--- src/rtl/plti_pkg.sv ---
// Shared types and constants for the piecewise-linear table interpolator.
package plti_pkg;

  localparam logic MODE_LOAD  = 1'b0;
  localparam logic MODE_QUERY = 1'b1;

  // Quotient of the interval division always fits 32 bits.
  localparam int unsigned DIV_STEPS = 32;

  typedef enum logic [2:0] {
    STATUS_INTERIOR   = 3'd0,
    STATUS_CLAMP_LOW  = 3'd1,
    STATUS_CLAMP_HIGH = 3'd2,
    STATUS_EMPTY      = 3'd3,
    STATUS_NOT_FOUND  = 3'd4
  } status_e;

  typedef enum logic [2:0] {
    SEQ_IDLE,
    SEQ_FIRST,
    SEQ_LAST,
    SEQ_SCAN,
    SEQ_LERP
  } seq_state_e;

  typedef enum logic [2:0] {
    LERP_IDLE,
    LERP_PREP,
    LERP_MUL,
    LERP_DIV,
    LERP_FIN
  } lerp_phase_e;

  typedef struct packed {
    logic signed [31:0] x;
    logic signed [31:0] y;
  } point_t;

  typedef struct packed {
    logic               start;
    point_t             pa;
    point_t             pb;
    logic signed [31:0] q;
  } lerp_req_t;

  typedef struct packed {
    logic               done;
    logic signed [31:0] value;
  } lerp_rsp_t;

endpackage

--- src/rtl/plti_table.sv ---
// Breakpoint store: one write port, one registered read port.
module plti_table #(
  parameter int unsigned DEPTH = 64,
  parameter int unsigned AW    = 6
) (
  input  logic             clk_i,
  input  logic             we_i,
  input  logic [AW-1:0]    waddr_i,
  input  plti_pkg::point_t wdata_i,
  input  logic [AW-1:0]    raddr_i,
  output plti_pkg::point_t rdata_o
);

  plti_pkg::point_t mem_q [DEPTH];
  plti_pkg::point_t rdata_q;

  always_ff @(posedge clk_i) begin
    if (we_i) begin
      mem_q[waddr_i] <= wdata_i;
    end
  end

  always_ff @(posedge clk_i) begin
    rdata_q <= mem_q[raddr_i];
  end

  assign rdata_o = rdata_q;

endmodule

--- config.mk ---
export PLATFORM = sky130hd
export DESIGN_NAME = plti_table
export DESIGN_NICKNAME = d
export VERILOG_FILES = /design/src/rtl/plti_pkg.sv /design/src/rtl/plti_table.sv
export SDC_FILE = /design/constraint.sdc
export NUM_CORES = 2
export LEC_CHECK = 0
export ABC_AREA = 0
export BUFFER_PORTS_ARGS = -buffer_cell sky130_fd_sc_hd__buf_2
export CORE_MARGIN = 5
export CORE_UTILIZATION = 55
export CTS_CLUSTER_DIAMETER = 200
export CTS_CLUSTER_SIZE = 25
export DETAILED_ROUTE_END_ITERATION = 12
export PLACE_DENSITY = 0.74
export RECOVER_POWER = 50
export SETUP_SLACK_MARGIN = 0.2
export SYNTH_ARGS = -nofsm -noshare
export SYNTH_HDL_FRONTEND = slang
export SYNTH_SLANG_ARGS = --single-unit
--- constraint.sdc ---
create_clock -name clk_i -period 17.7 [get_ports clk_i]
set_clock_uncertainty 0.1 [all_clocks]
set_input_delay 2.655 -clock clk_i [delete_from_list [all_inputs] [get_ports clk_i]]
set_output_delay 2.655 -clock clk_i [all_outputs]
set_load 0.05 [all_outputs]
==> flow_metrics.py <==
metrics = {
    "timing": {
        "period_share_pct": 37.0,
        "final-setup-viol-count": 0,
        "setup_tns_ps": 0,
        "hold_slack_ps": 732,
        "rsz0062_at_grt": "no",
        "fin_ws_ps": 11140,
        "period_needed_ps": 6560,
        "clock.fmax_mhz": 152,
        "relSlewSlack_pct": -98.7,
        "slew_violations": 4281,
        "worstMarginPinSlew_ps": 2980,
        "finalHoldViolCount": 0,
    },
    "worst_setup_path": {
        "ff2ff_path_depth": 5,
        "reg2reg_setup_slack_ps": 15350,
        "cp.arrival_ps": 7250,
        "setup.worst_path.end_class": "flip-flop",
        "rr_endpoint": "rdata_o[39]",
        "critical_path.startpoint": "raddr_i[0]",
        "endpoint": "rdata_o[42]",
        "start_kind": "primary input",
        "required_ps": 18390,
        "critPathMaxFanout": 85,
        "rr_startpoint": "mem_q[42][39]",
        "path_class": "primary input to flip-flop",
    },
    "drt": {
        "vias_per_cell": 7.00,
        "vias": 74400,
        "wirelength_um": 403000,
        "first_iter_violations": 12000,
        "final_antenna_net_count": 0,
        "drtPass1Iterations": 6,
        "wl_per_cell_um": 37.9,
        "drc": 0,
    },
    "synthesis": {
        "syn_nets": 6676,
        "yosys_warnings": 0,
        "syn_area_um2": 156000,
        "yosysUniqueCellTypes": 33,
        "ys_ff_latch": 4160,
        "avgSynthCellArea_um2": 23.7,
        "synth_top_flop_cell": "edfxtp_1",
        "synthCells": 6598,
        "synthArstFlopShare_pct": 0,
        "synth-edff-count": 4096,
        "ys_seq_area_share_pct": 79.5,
    },
    "pwr": {
        "power_density_nw_per_um2": 101,
        "ir_drop_mv": 0.0919,
        "power_mw": 16.9,
        "p_leak_nw": 50.6,
    },
    "place": {
        "dp_slack_ps": 10100,
        "port_buffers": 141,
        "dp_cells": 10300,
        "placed_cell_area_um2": 162000,
        "gp_congestion": 0.789,
        "dpl.hpwl_um": 214000,
    },
    "clock_network": {
        "cts_resized": 0,
        "cts_made_buffers": 192,
        "insertion_delay_ps": 920,
        "clk_pin_slew_ps": 100,
        "cts_buffer_depth": 4,
        "tritoncts": "done",
        "ctsHtreeMaxLevel": 4,
        "root_buffer": "clkbuf_16",
        "post-cts-setup-buffer-count": 0,
        "cts-hold-fix-buffers": 0,
        "clkSinkCount": 4160,
    },
    "cells_and_area": {
        "area_delta_synth_final_pct": 7.05,
        "utilization_pct": 59.2,
        "fin_nets": 6839,
        "drive_above_1_share_pct": 23.2,
        "stdcell_count": 10600,
        "final_area_um2": 167000,
    },
    "hold_path": {
        "hold_path.class": "flip-flop to flip-flop",
    },
    "status": {
        "violations": "capacitance limit, slew limit",
        "outcome": "finished with violations",
    },
    "floorplanning": {
        "ios": 142,
        "fp.dieW_um": 543,
        "die-area_um2": 295000,
        "placementRows": 195,
        "fp.coreArea_um2": 283000,
        "die_y_um": 543,
        "start_util_pct": 55.3,
    },
    "run": {
        "maxCapViolations": 70,
    },
    "grt": {
        "grt_pass1_vias": 73400,
        "grt_pass1_wl_um": 566000,
        "track_usage_pct": 27.3,
        "grt_overflow": 0,
        "grt_start_max_net_pins": 122,
        "grt_antenna_before_repair": 31,
    },
}
sequential cells by signal (all words and copies together), names as in the netlist:
name     flops
mem_q     4096
rdata_o     64
cell usage after synthesis (3+ instances only):
cell type     n  area share (%)
buf_2       170            0.54
or2_2        28            0.11
and3_1       64            0.26
nor2_1      112            0.27
and2_1        3           0.012
inv_1        19           0.046
a2bb2oi_1    19            0.11
o22ai_1      83            0.33
mux2i_1     135            0.86
buf_6         6           0.043
a211oi_1     63            0.30
dfxtp_1      64            0.82
a41oi_1      26            0.15
a22oi_1     168            0.81
buf_1        20           0.048
a22o_1       88            0.49
buf_4        34            0.16
or3_1        29            0.12
a31oi_1      18           0.072
nand2_1      58            0.14
edfxtp_1   4096              79
o221ai_1     38            0.21
nor2b_1      28            0.11
clkbuf_1    140            0.34
nand2b_1     11           0.044
nand3_1      45            0.14
mux4_2     1024              15
power by group:
part           total (mW)  switching, mW  leakage [nW]  internal (mW)
registers            10.9         0.0403          37.4           10.9
logic               0.964          0.635          10.6          0.329
clock network        4.95           2.88          2.56           2.07
total                16.9           3.55          50.6           13.3
layout by cell type (no fill, tap or decap), drive strengths merged, types with 2 or more instances in the layout:
cell	n
nand3	45
nor2b	28
clkbuf	373
diode	17
o221ai	38
a211oi	63
a31oi	18
a2bb2oi	19
nand2	58
nand2b	11
nand3b	2
and2	3
buf	269
nand4	2
and3	64
mux2i	135
o22ai	83
a22o	88
nor3	2
a22oi	168
or2	28
a41oi	26
or3	29
edfxtp	4096
mux4	1024
inv	23
nor2	112
dfxtp	64
final cells by class:
| type | instances | area [um^2] |
|---|---|---|
| Clock buffer | 303 | 5290 |
| Antenna cell | 17 | 42.5 |
| Fill cell | 19200 | 115000 |
| Multi-Input combinational cell | 2049 | 30700 |
| Timing Repair Buffer | 339 | 2220 |
| Tap cell | 3743 | 4680 |
| Clock inverter | 4 | 53.8 |
| Inverter | 19 | 71.3 |
| Sequential cell | 4160 | 124000 |
worst max-delay path, cell delays in order:
cell	delay (ps)
buf_12	510
buf_4	810
buf_4	650
buf_4	820
mux4_2	590
nor2b_1	150
a211oi_1	430
o22ai_1	230
and3_1	200
cell families (layout without fill, tap and decap cells):
| kind of cell | count (synthesis) | in the layout | synth area share, % |
|---|---|---|---|
| AND/OR/NAND/NOR | 386 | 386 | 1.24 |
| AO/OA/AOI/OAI | 504 | 504 | 2.48 |
| multiplexers | 1159 | 1159 | 15.6 |
| buffers and inverters | 389 | 665 | 1.18 |
| other | 0 | 17 | 0 |
| flip-flops | 4160 | 4160 | 79.5 |
worst min path at each step:
stage | start | cells past startpoint | end | slack [ps]
after floorplan | mem_q[30][61] | 4 | rdata_o[61] | 690
after global placement | mem_q[46][14] | 4 | rdata_o[14] | 730
after CTS | mem_q[46][30] | 4 | rdata_o[30] | 740
after global routing | mem_q[47][30] | 4 | rdata_o[30] | 790
final | mem_q[46][30] | 4 | rdata_o[30] | 730
after detailed placement | mem_q[46][30] | 4 | rdata_o[30] | 720
routing by layer:
metal	vias up	routed length (um)	GRT usage, %
li1	28500	-	-
met1	39600	140000	38.4
met2	5415	193000	42.9
met3	824	52000	5.87
met4	14	17800	10.4
met5	-	92	0
No activity file was read; power rests on OpenSTA's default activity.
