$ cat src/rtl/plti_pkg.sv
// Shared types and constants for the piecewise-linear table interpolator.
package plti_pkg;

  localparam logic MODE_LOAD  = 1'b0;
  localparam logic MODE_QUERY = 1'b1;

  // Quotient of the interval division always fits 32 bits.
  localparam int unsigned DIV_STEPS = 32;

  typedef enum logic [2:0] {
    STATUS_INTERIOR   = 3'd0,
    STATUS_CLAMP_LOW  = 3'd1,
    STATUS_CLAMP_HIGH = 3'd2,
    STATUS_EMPTY      = 3'd3,
    STATUS_NOT_FOUND  = 3'd4
  } status_e;

  typedef enum logic [2:0] {
    SEQ_IDLE,
    SEQ_FIRST,
    SEQ_LAST,
    SEQ_SCAN,
    SEQ_LERP
  } seq_state_e;

  typedef enum logic [2:0] {
    LERP_IDLE,
    LERP_PREP,
    LERP_MUL,
    LERP_DIV,
    LERP_FIN
  } lerp_phase_e;

  typedef struct packed {
    logic signed [31:0] x;
    logic signed [31:0] y;
  } point_t;

  typedef struct packed {
    logic               start;
    point_t             pa;
    point_t             pb;
    logic signed [31:0] q;
  } lerp_req_t;

  typedef struct packed {
    logic               done;
    logic signed [31:0] value;
  } lerp_rsp_t;

endpackage

$ cat src/rtl/plti_lerp.sv
// Interval interpolation unit: one multiply, then a restoring divide one bit a cycle.
module plti_lerp (
  input  logic                clk_i,
  input  logic                rst_ni,
  input  plti_pkg::lerp_req_t req_i,
  output plti_pkg::lerp_rsp_t rsp_o
);

  localparam int unsigned StepW = $clog2(plti_pkg::DIV_STEPS);
  localparam logic [StepW-1:0] StepLast = StepW'(plti_pkg::DIV_STEPS - 1);

  plti_pkg::lerp_phase_e phase_q, phase_d;
  logic [StepW-1:0]      step_q;

  plti_pkg::point_t   pa_q, pb_q;
  logic signed [31:0] qx_q;
  logic [31:0]        dx_q, off_q, mag_q, rem_q, lo_q;
  logic               neg_q;

  logic [32:0] dx_w, off_w, dy_w, dy_abs_w;
  logic [63:0] prod_w;
  logic [32:0] part_w;
  logic        ge_w;

  assign dx_w     = {pb_q.x[31], pb_q.x} - {pa_q.x[31], pa_q.x};
  assign off_w    = {qx_q[31], qx_q} - {pa_q.x[31], pa_q.x};
  assign dy_w     = {pb_q.y[31], pb_q.y} - {pa_q.y[31], pa_q.y};
  assign dy_abs_w = dy_w[32] ? (33'd0 - dy_w) : dy_w;
  assign prod_w   = 64'(off_q) * 64'(mag_q);
  assign part_w   = {rem_q, lo_q[31]};
  assign ge_w     = part_w >= {1'b0, dx_q};

  always_comb begin
    phase_d = phase_q;
    unique case (phase_q)
      plti_pkg::LERP_IDLE: if (req_i.start) phase_d = plti_pkg::LERP_PREP;
      plti_pkg::LERP_PREP: phase_d = plti_pkg::LERP_MUL;
      plti_pkg::LERP_MUL: begin
        phase_d = (dx_q == '0) ? plti_pkg::LERP_FIN : plti_pkg::LERP_DIV;
      end
      plti_pkg::LERP_DIV: if (step_q == StepLast) phase_d = plti_pkg::LERP_FIN;
      plti_pkg::LERP_FIN: phase_d = plti_pkg::LERP_IDLE;
      default:            phase_d = plti_pkg::LERP_IDLE;
    endcase
  end

  always_comb begin
    rsp_o.done  = (phase_q == plti_pkg::LERP_FIN);
    rsp_o.value = neg_q ? (pa_q.y - $signed(lo_q)) : (pa_q.y + $signed(lo_q));
  end

  always_ff @(posedge clk_i or negedge rst_ni) begin
    if (!rst_ni) begin
      phase_q <= plti_pkg::LERP_IDLE;
      step_q  <= '0;
    end else begin
      phase_q <= phase_d;
      if (phase_q == plti_pkg::LERP_DIV) begin
        step_q <= StepW'(step_q + 1'b1);
      end else begin
        step_q <= '0;
      end
    end
  end

  always_ff @(posedge clk_i) begin
    unique case (phase_q)
      plti_pkg::LERP_IDLE: begin
        if (req_i.start) begin
          pa_q <= req_i.pa;
          pb_q <= req_i.pb;
          qx_q <= req_i.q;
        end
      end
      plti_pkg::LERP_PREP: begin
        dx_q  <= dx_w[31:0];
        off_q <= off_w[31:0];
        mag_q <= dy_abs_w[31:0];
        neg_q <= dy_w[32];
      end
      plti_pkg::LERP_MUL: begin
        // zero-width interval: quotient forced to zero, result is y_i
        if (dx_q == '0) begin
          lo_q <= '0;
        end else begin
          rem_q <= prod_w[63:32];
          lo_q  <= prod_w[31:0];
        end
      end
      plti_pkg::LERP_DIV: begin
        rem_q <= ge_w ? 32'(part_w - {1'b0, dx_q}) : part_w[31:0];
        lo_q  <= {lo_q[30:0], ge_w};
      end
      plti_pkg::LERP_FIN: begin
        lo_q <= lo_q;
      end
      default: begin
        lo_q <= lo_q;
      end
    endcase
  end

endmodule
$ cat config.mk
export PLATFORM = sky130hd
export DESIGN_NAME = plti_lerp
export DESIGN_NICKNAME = d
export VERILOG_FILES = /design/src/rtl/plti_pkg.sv /design/src/rtl/plti_lerp.sv
export SDC_FILE = /design/constraint.sdc
export NUM_CORES = 2
export LEC_CHECK = 0
export ABC_AREA = 1
export BUFFER_PORTS_ARGS = -buffer_cell sky130_fd_sc_hd__buf_2
export CELL_PAD_IN_SITES_DETAIL_PLACEMENT = 0
export CELL_PAD_IN_SITES_GLOBAL_PLACEMENT = 1
export CORE_MARGIN = 2
export CORE_UTILIZATION = 35
export CTS_BUF_LIST = sky130_fd_sc_hd__clkbuf_4
export DETAILED_ROUTE_END_ITERATION = 12
export PLACE_DENSITY = 0.68
export SYNTH_ARGS = -nofsm -noshare
export SYNTH_HDL_FRONTEND = slang
export SYNTH_SLANG_ARGS = --single-unit
export TNS_END_PERCENT = 30
$ cat constraint.sdc
create_clock -name clk_i -period 17.6 [get_ports clk_i]
set_input_delay 4.4 -clock clk_i [delete_from_list [all_inputs] [get_ports clk_i]]
set_output_delay 4.4 -clock clk_i [all_outputs]
set_load 0.005 [all_outputs]
==> out/metrics.csv <==
stage,metric,value,unit
floorplanning,die_x,407,µm
synthesis,syn_area_per_cell,7.90,µm²
timing,clock_skew,0.0900,ns
final_layout,drive_gt1_share,5.94,%
timing,rsz0062_at_grt,no,
worst_setup_path,path_class,register to primary output,
timing,slew_viol_final,0,
cts,cts.sinks,329,
cts,clockBufferDepth,3,
placed_design,hpwlAfterDp,149000,µm
synthesis,synth_fp_nets,8683,
cts,insertion_delay,1.04,ns
detailed_routing,routed_wirelength,183000,µm
min_path,min_path_type,register to register,
worst_setup_path,cp_data_required_time,13.20,ns
timing,period_needed,9.61,ns
detailed_routing,ant_nets,0,
timing,setup-tns-final,0,ns
detailed_routing,wl_per_cell,19.1,µm
synthesis,async_flop_share,2.43,%
worst_setup_path,worstSetupEndpointType,primary output,
timing,setup_viol,0,
grt,gr-total-overflow,0,
timing,relSlewSlack,28.5,%
placed_design,place_congestion,0.960,
cts,postCtsSetupBuffers,0,
status,outcome,"complete, no violations",
timing,max_freq,0.104,GHz
grt,grt_usage,22.7,%
synthesis,synth-edff-count,321,
cts,ctsHtreeMaxLevel,3,
synthesis,synth_area_leader_cell,fa_1,
synthesis,netlist_instances,7195,
timing,hold_violations,0,
grt,grt_pass1_wl,286000,µm
synthesis,synthDistinctLibCells,50,
detailed_routing,drt_iter0_drc,3025,
cts,path_clk_slew,0.06,ns
synthesis,ys_warn_count,0,
floorplanning,boundaryPins,196,
placed_design,port_buffers,195,
cts,cts-buffers-inserted,91,
synthesis,ys_seq_elements,329,
synthesis,yosysTopAreaCellShare,31.8,%
grt,grt_antenna_before_repair,6,
floorplanning,rows,147,
grt,grt_max_degree,77,
cts,post_cts_resized,0,
worst_setup_path,critPathLaunchType,register,
synthesis,synthFlopType,edfxtp_1,
synthesis,synthTopCellsByArea,"fa_1, edfxtp_1, inv_1",
timing,period_share,54.6,%
floorplanning,start_util,35.3,%
cts,cts_hold_buf,0,
floorplanning,die_h,407,µm
detailed_routing,drt_first_pass_iters,5,
run,cap_violations,0,
final_layout,nets,8835,
timing,max_slew.worst_pin.slew,1.06,ns
detailed_routing,drc,0,
synthesis,mappedNetlistArea,0.0568,mm²
worst_setup_path,arrival,5.21,ns
cts,cts_tree,done,
cts,clockRootBuffer,clkbuf_4,
synthesis,synth-seq-area-share,17.3,%
floorplanning,die-area,0.166,mm²
detailed_routing,vias_per_cell,4.80,
worst_setup_path,crit_fanout,5,
detailed_routing,num_vias,46000,
final_layout,areaGrowthSynthToFinish,8.37,%
final_layout,fill_cells,16800,
grt,grt_pass1_vias,48100,
floorplanning,core-area,0.161,mm²
cell usage after synthesis (2+ instances only):
cell          n
inv_1      1986
nand2_1    1840
fa_1        901
ha_1        424
nor2_1      327
edfxtp_1    321
a21oi_1     284
clkbuf_1    207
o21ai_0     195
nand3_1     161
xor2_1      134
xnor2_1      68
nor3_1       51
nand4_1      34
o211ai_1     31
a31oi_1      29
nor4_1       24
a21o_1       21
o21bai_1     21
nand3b_1     20
o22ai_1      16
o21a_1       11
a221oi_1      9
buf_2         9
a211oi_1      8
dfrtp_1       8
a21boi_0      7
o21ai_1       6
o31ai_1       6
or2_2         6
nor2_2        4
nand3_2       3
o2111ai_1     3
and2_1        2
nand2_2       2
o221ai_1      2
state kept, by name, summed over array words and instances, names as in the netlist, 3 cells and up:
register / cells
lo_q: 32
step_q: 5
dx_q: 32
off_q: 32
phase_q: 3
qx_q: 32
mag_q: 32
pb_q: 64
pa_q: 64
rem_q: 32
per-layer routing:
layer | GRT usage [%] | part of all wire [%] | vias to the layer above
li1 | - | - | 21800
met1 | 32.0 | 46 | 22800
met2 | 36.9 | 46 | 1203
met3 | 2.70 | 5.4 | 195
met4 | 5.54 | 2.1 | 2
met5 | 0 | 0.0071 | -
area by class of cell:
class	instances	area (µm²)	share of cell area [%]
antenna	6	15.0	0.0244
clock buffer	113	848	1.38
clock inverter	53	413	0.671
inverter	1988	7460	12.1
multi-input combinational	4662	38700	62.9
sequential	329	9840	16.0
tap	2160	2700	4.39
timing repair buffer	275	1580	2.56
final timing paths:
path                       startpoint    endpoint  slack, ns  depth (start not counted)
max                           lo_q[0]   rsp_o[29]       7.99                         21
min                         step_q[0]   step_q[0]       0.47                          1
max reg2reg                  off_q[7]    rem_q[5]       9.45                         22
min reg2reg                 step_q[0]   step_q[0]       0.47                          1
max in group asynchronous      rst_ni  phase_q[1]      14.16                          1
min in group asynchronous      rst_ni   step_q[2]       3.26                          1
worst max-delay path: stages, from the launching register on:
cell       delay (ns)
edfxtp_1         0.42
inv_1            0.10
ha_1             0.17
nand2_1          0.06
nor2_1           0.12
nand3_1          0.15
nor3_1           0.23
nand2_1          0.15
nor3_2           0.22
nand3_1          0.14
nor2_1           0.19
nor2_1           0.07
xor2_1           0.19
ha_1             0.42
nand2_1          0.17
nor4_1           0.33
nand2_1          0.08
o211ai_1         0.32
nand3_1          0.13
o2111ai_1        0.12
xor2_1           0.27
buf_2            0.18
layout by cell type (no fill, tap or decap), drive strengths merged, types with 9 or more instances in the layout:
| cell type | n |
|---|---|
| inv | 1989 |
| nand2 | 1842 |
| fa | 901 |
| ha | 424 |
| nor2 | 332 |
| edfxtp | 321 |
| a21oi | 284 |
| buf | 275 |
| o21ai | 202 |
| nand3 | 165 |
| xor2 | 134 |
| clkbuf | 113 |
| xnor2 | 69 |
| nor3 | 52 |
| clkinv | 45 |
| nand4 | 34 |
| o211ai | 31 |
| a31oi | 29 |
| nor4 | 24 |
| a21o | 21 |
| o21bai | 21 |
| nand3b | 20 |
| o22ai | 16 |
| o21a | 11 |
| a221oi | 9 |
through the flow:
step / hold WS [ns] / area, µm² / utilization [%] / instances / setup slack [ns]
global placement: 0.448 / 60300 / 37.5 / 9414 / 9.07
finish: 0.466 / 61600 / 38.3 / 9586 / 7.99
detailed placement: 0.458 / 60300 / 37.5 / 9414 / 9.03
CTS: 0.466 / 61500 / 38.2 / 9580 / 7.89
floorplan: 0.433 / 56800 / - / 7195 / 5.90
global route: 0.491 / 61600 / 38.3 / 9586 / 7.48
logic make-up after synthesis:
| kind of cell | count (synthesis) | synth area share (%) |
|---|---|---|
| and+or+nand+nor | 2479 | 17.4 |
| adders and majority gates | 1325 | 41.1 |
| xor gates and xnor gates | 203 | 3.14 |
| DFF | 329 | 17.3 |
| AOI/OAI and AO/OA | 655 | 6.47 |
| buffers and inverters | 2204 | 14.6 |
Power is not shown: default switching activity piles up to over one toggle a cycle in this logic, so the estimate is an artifact.
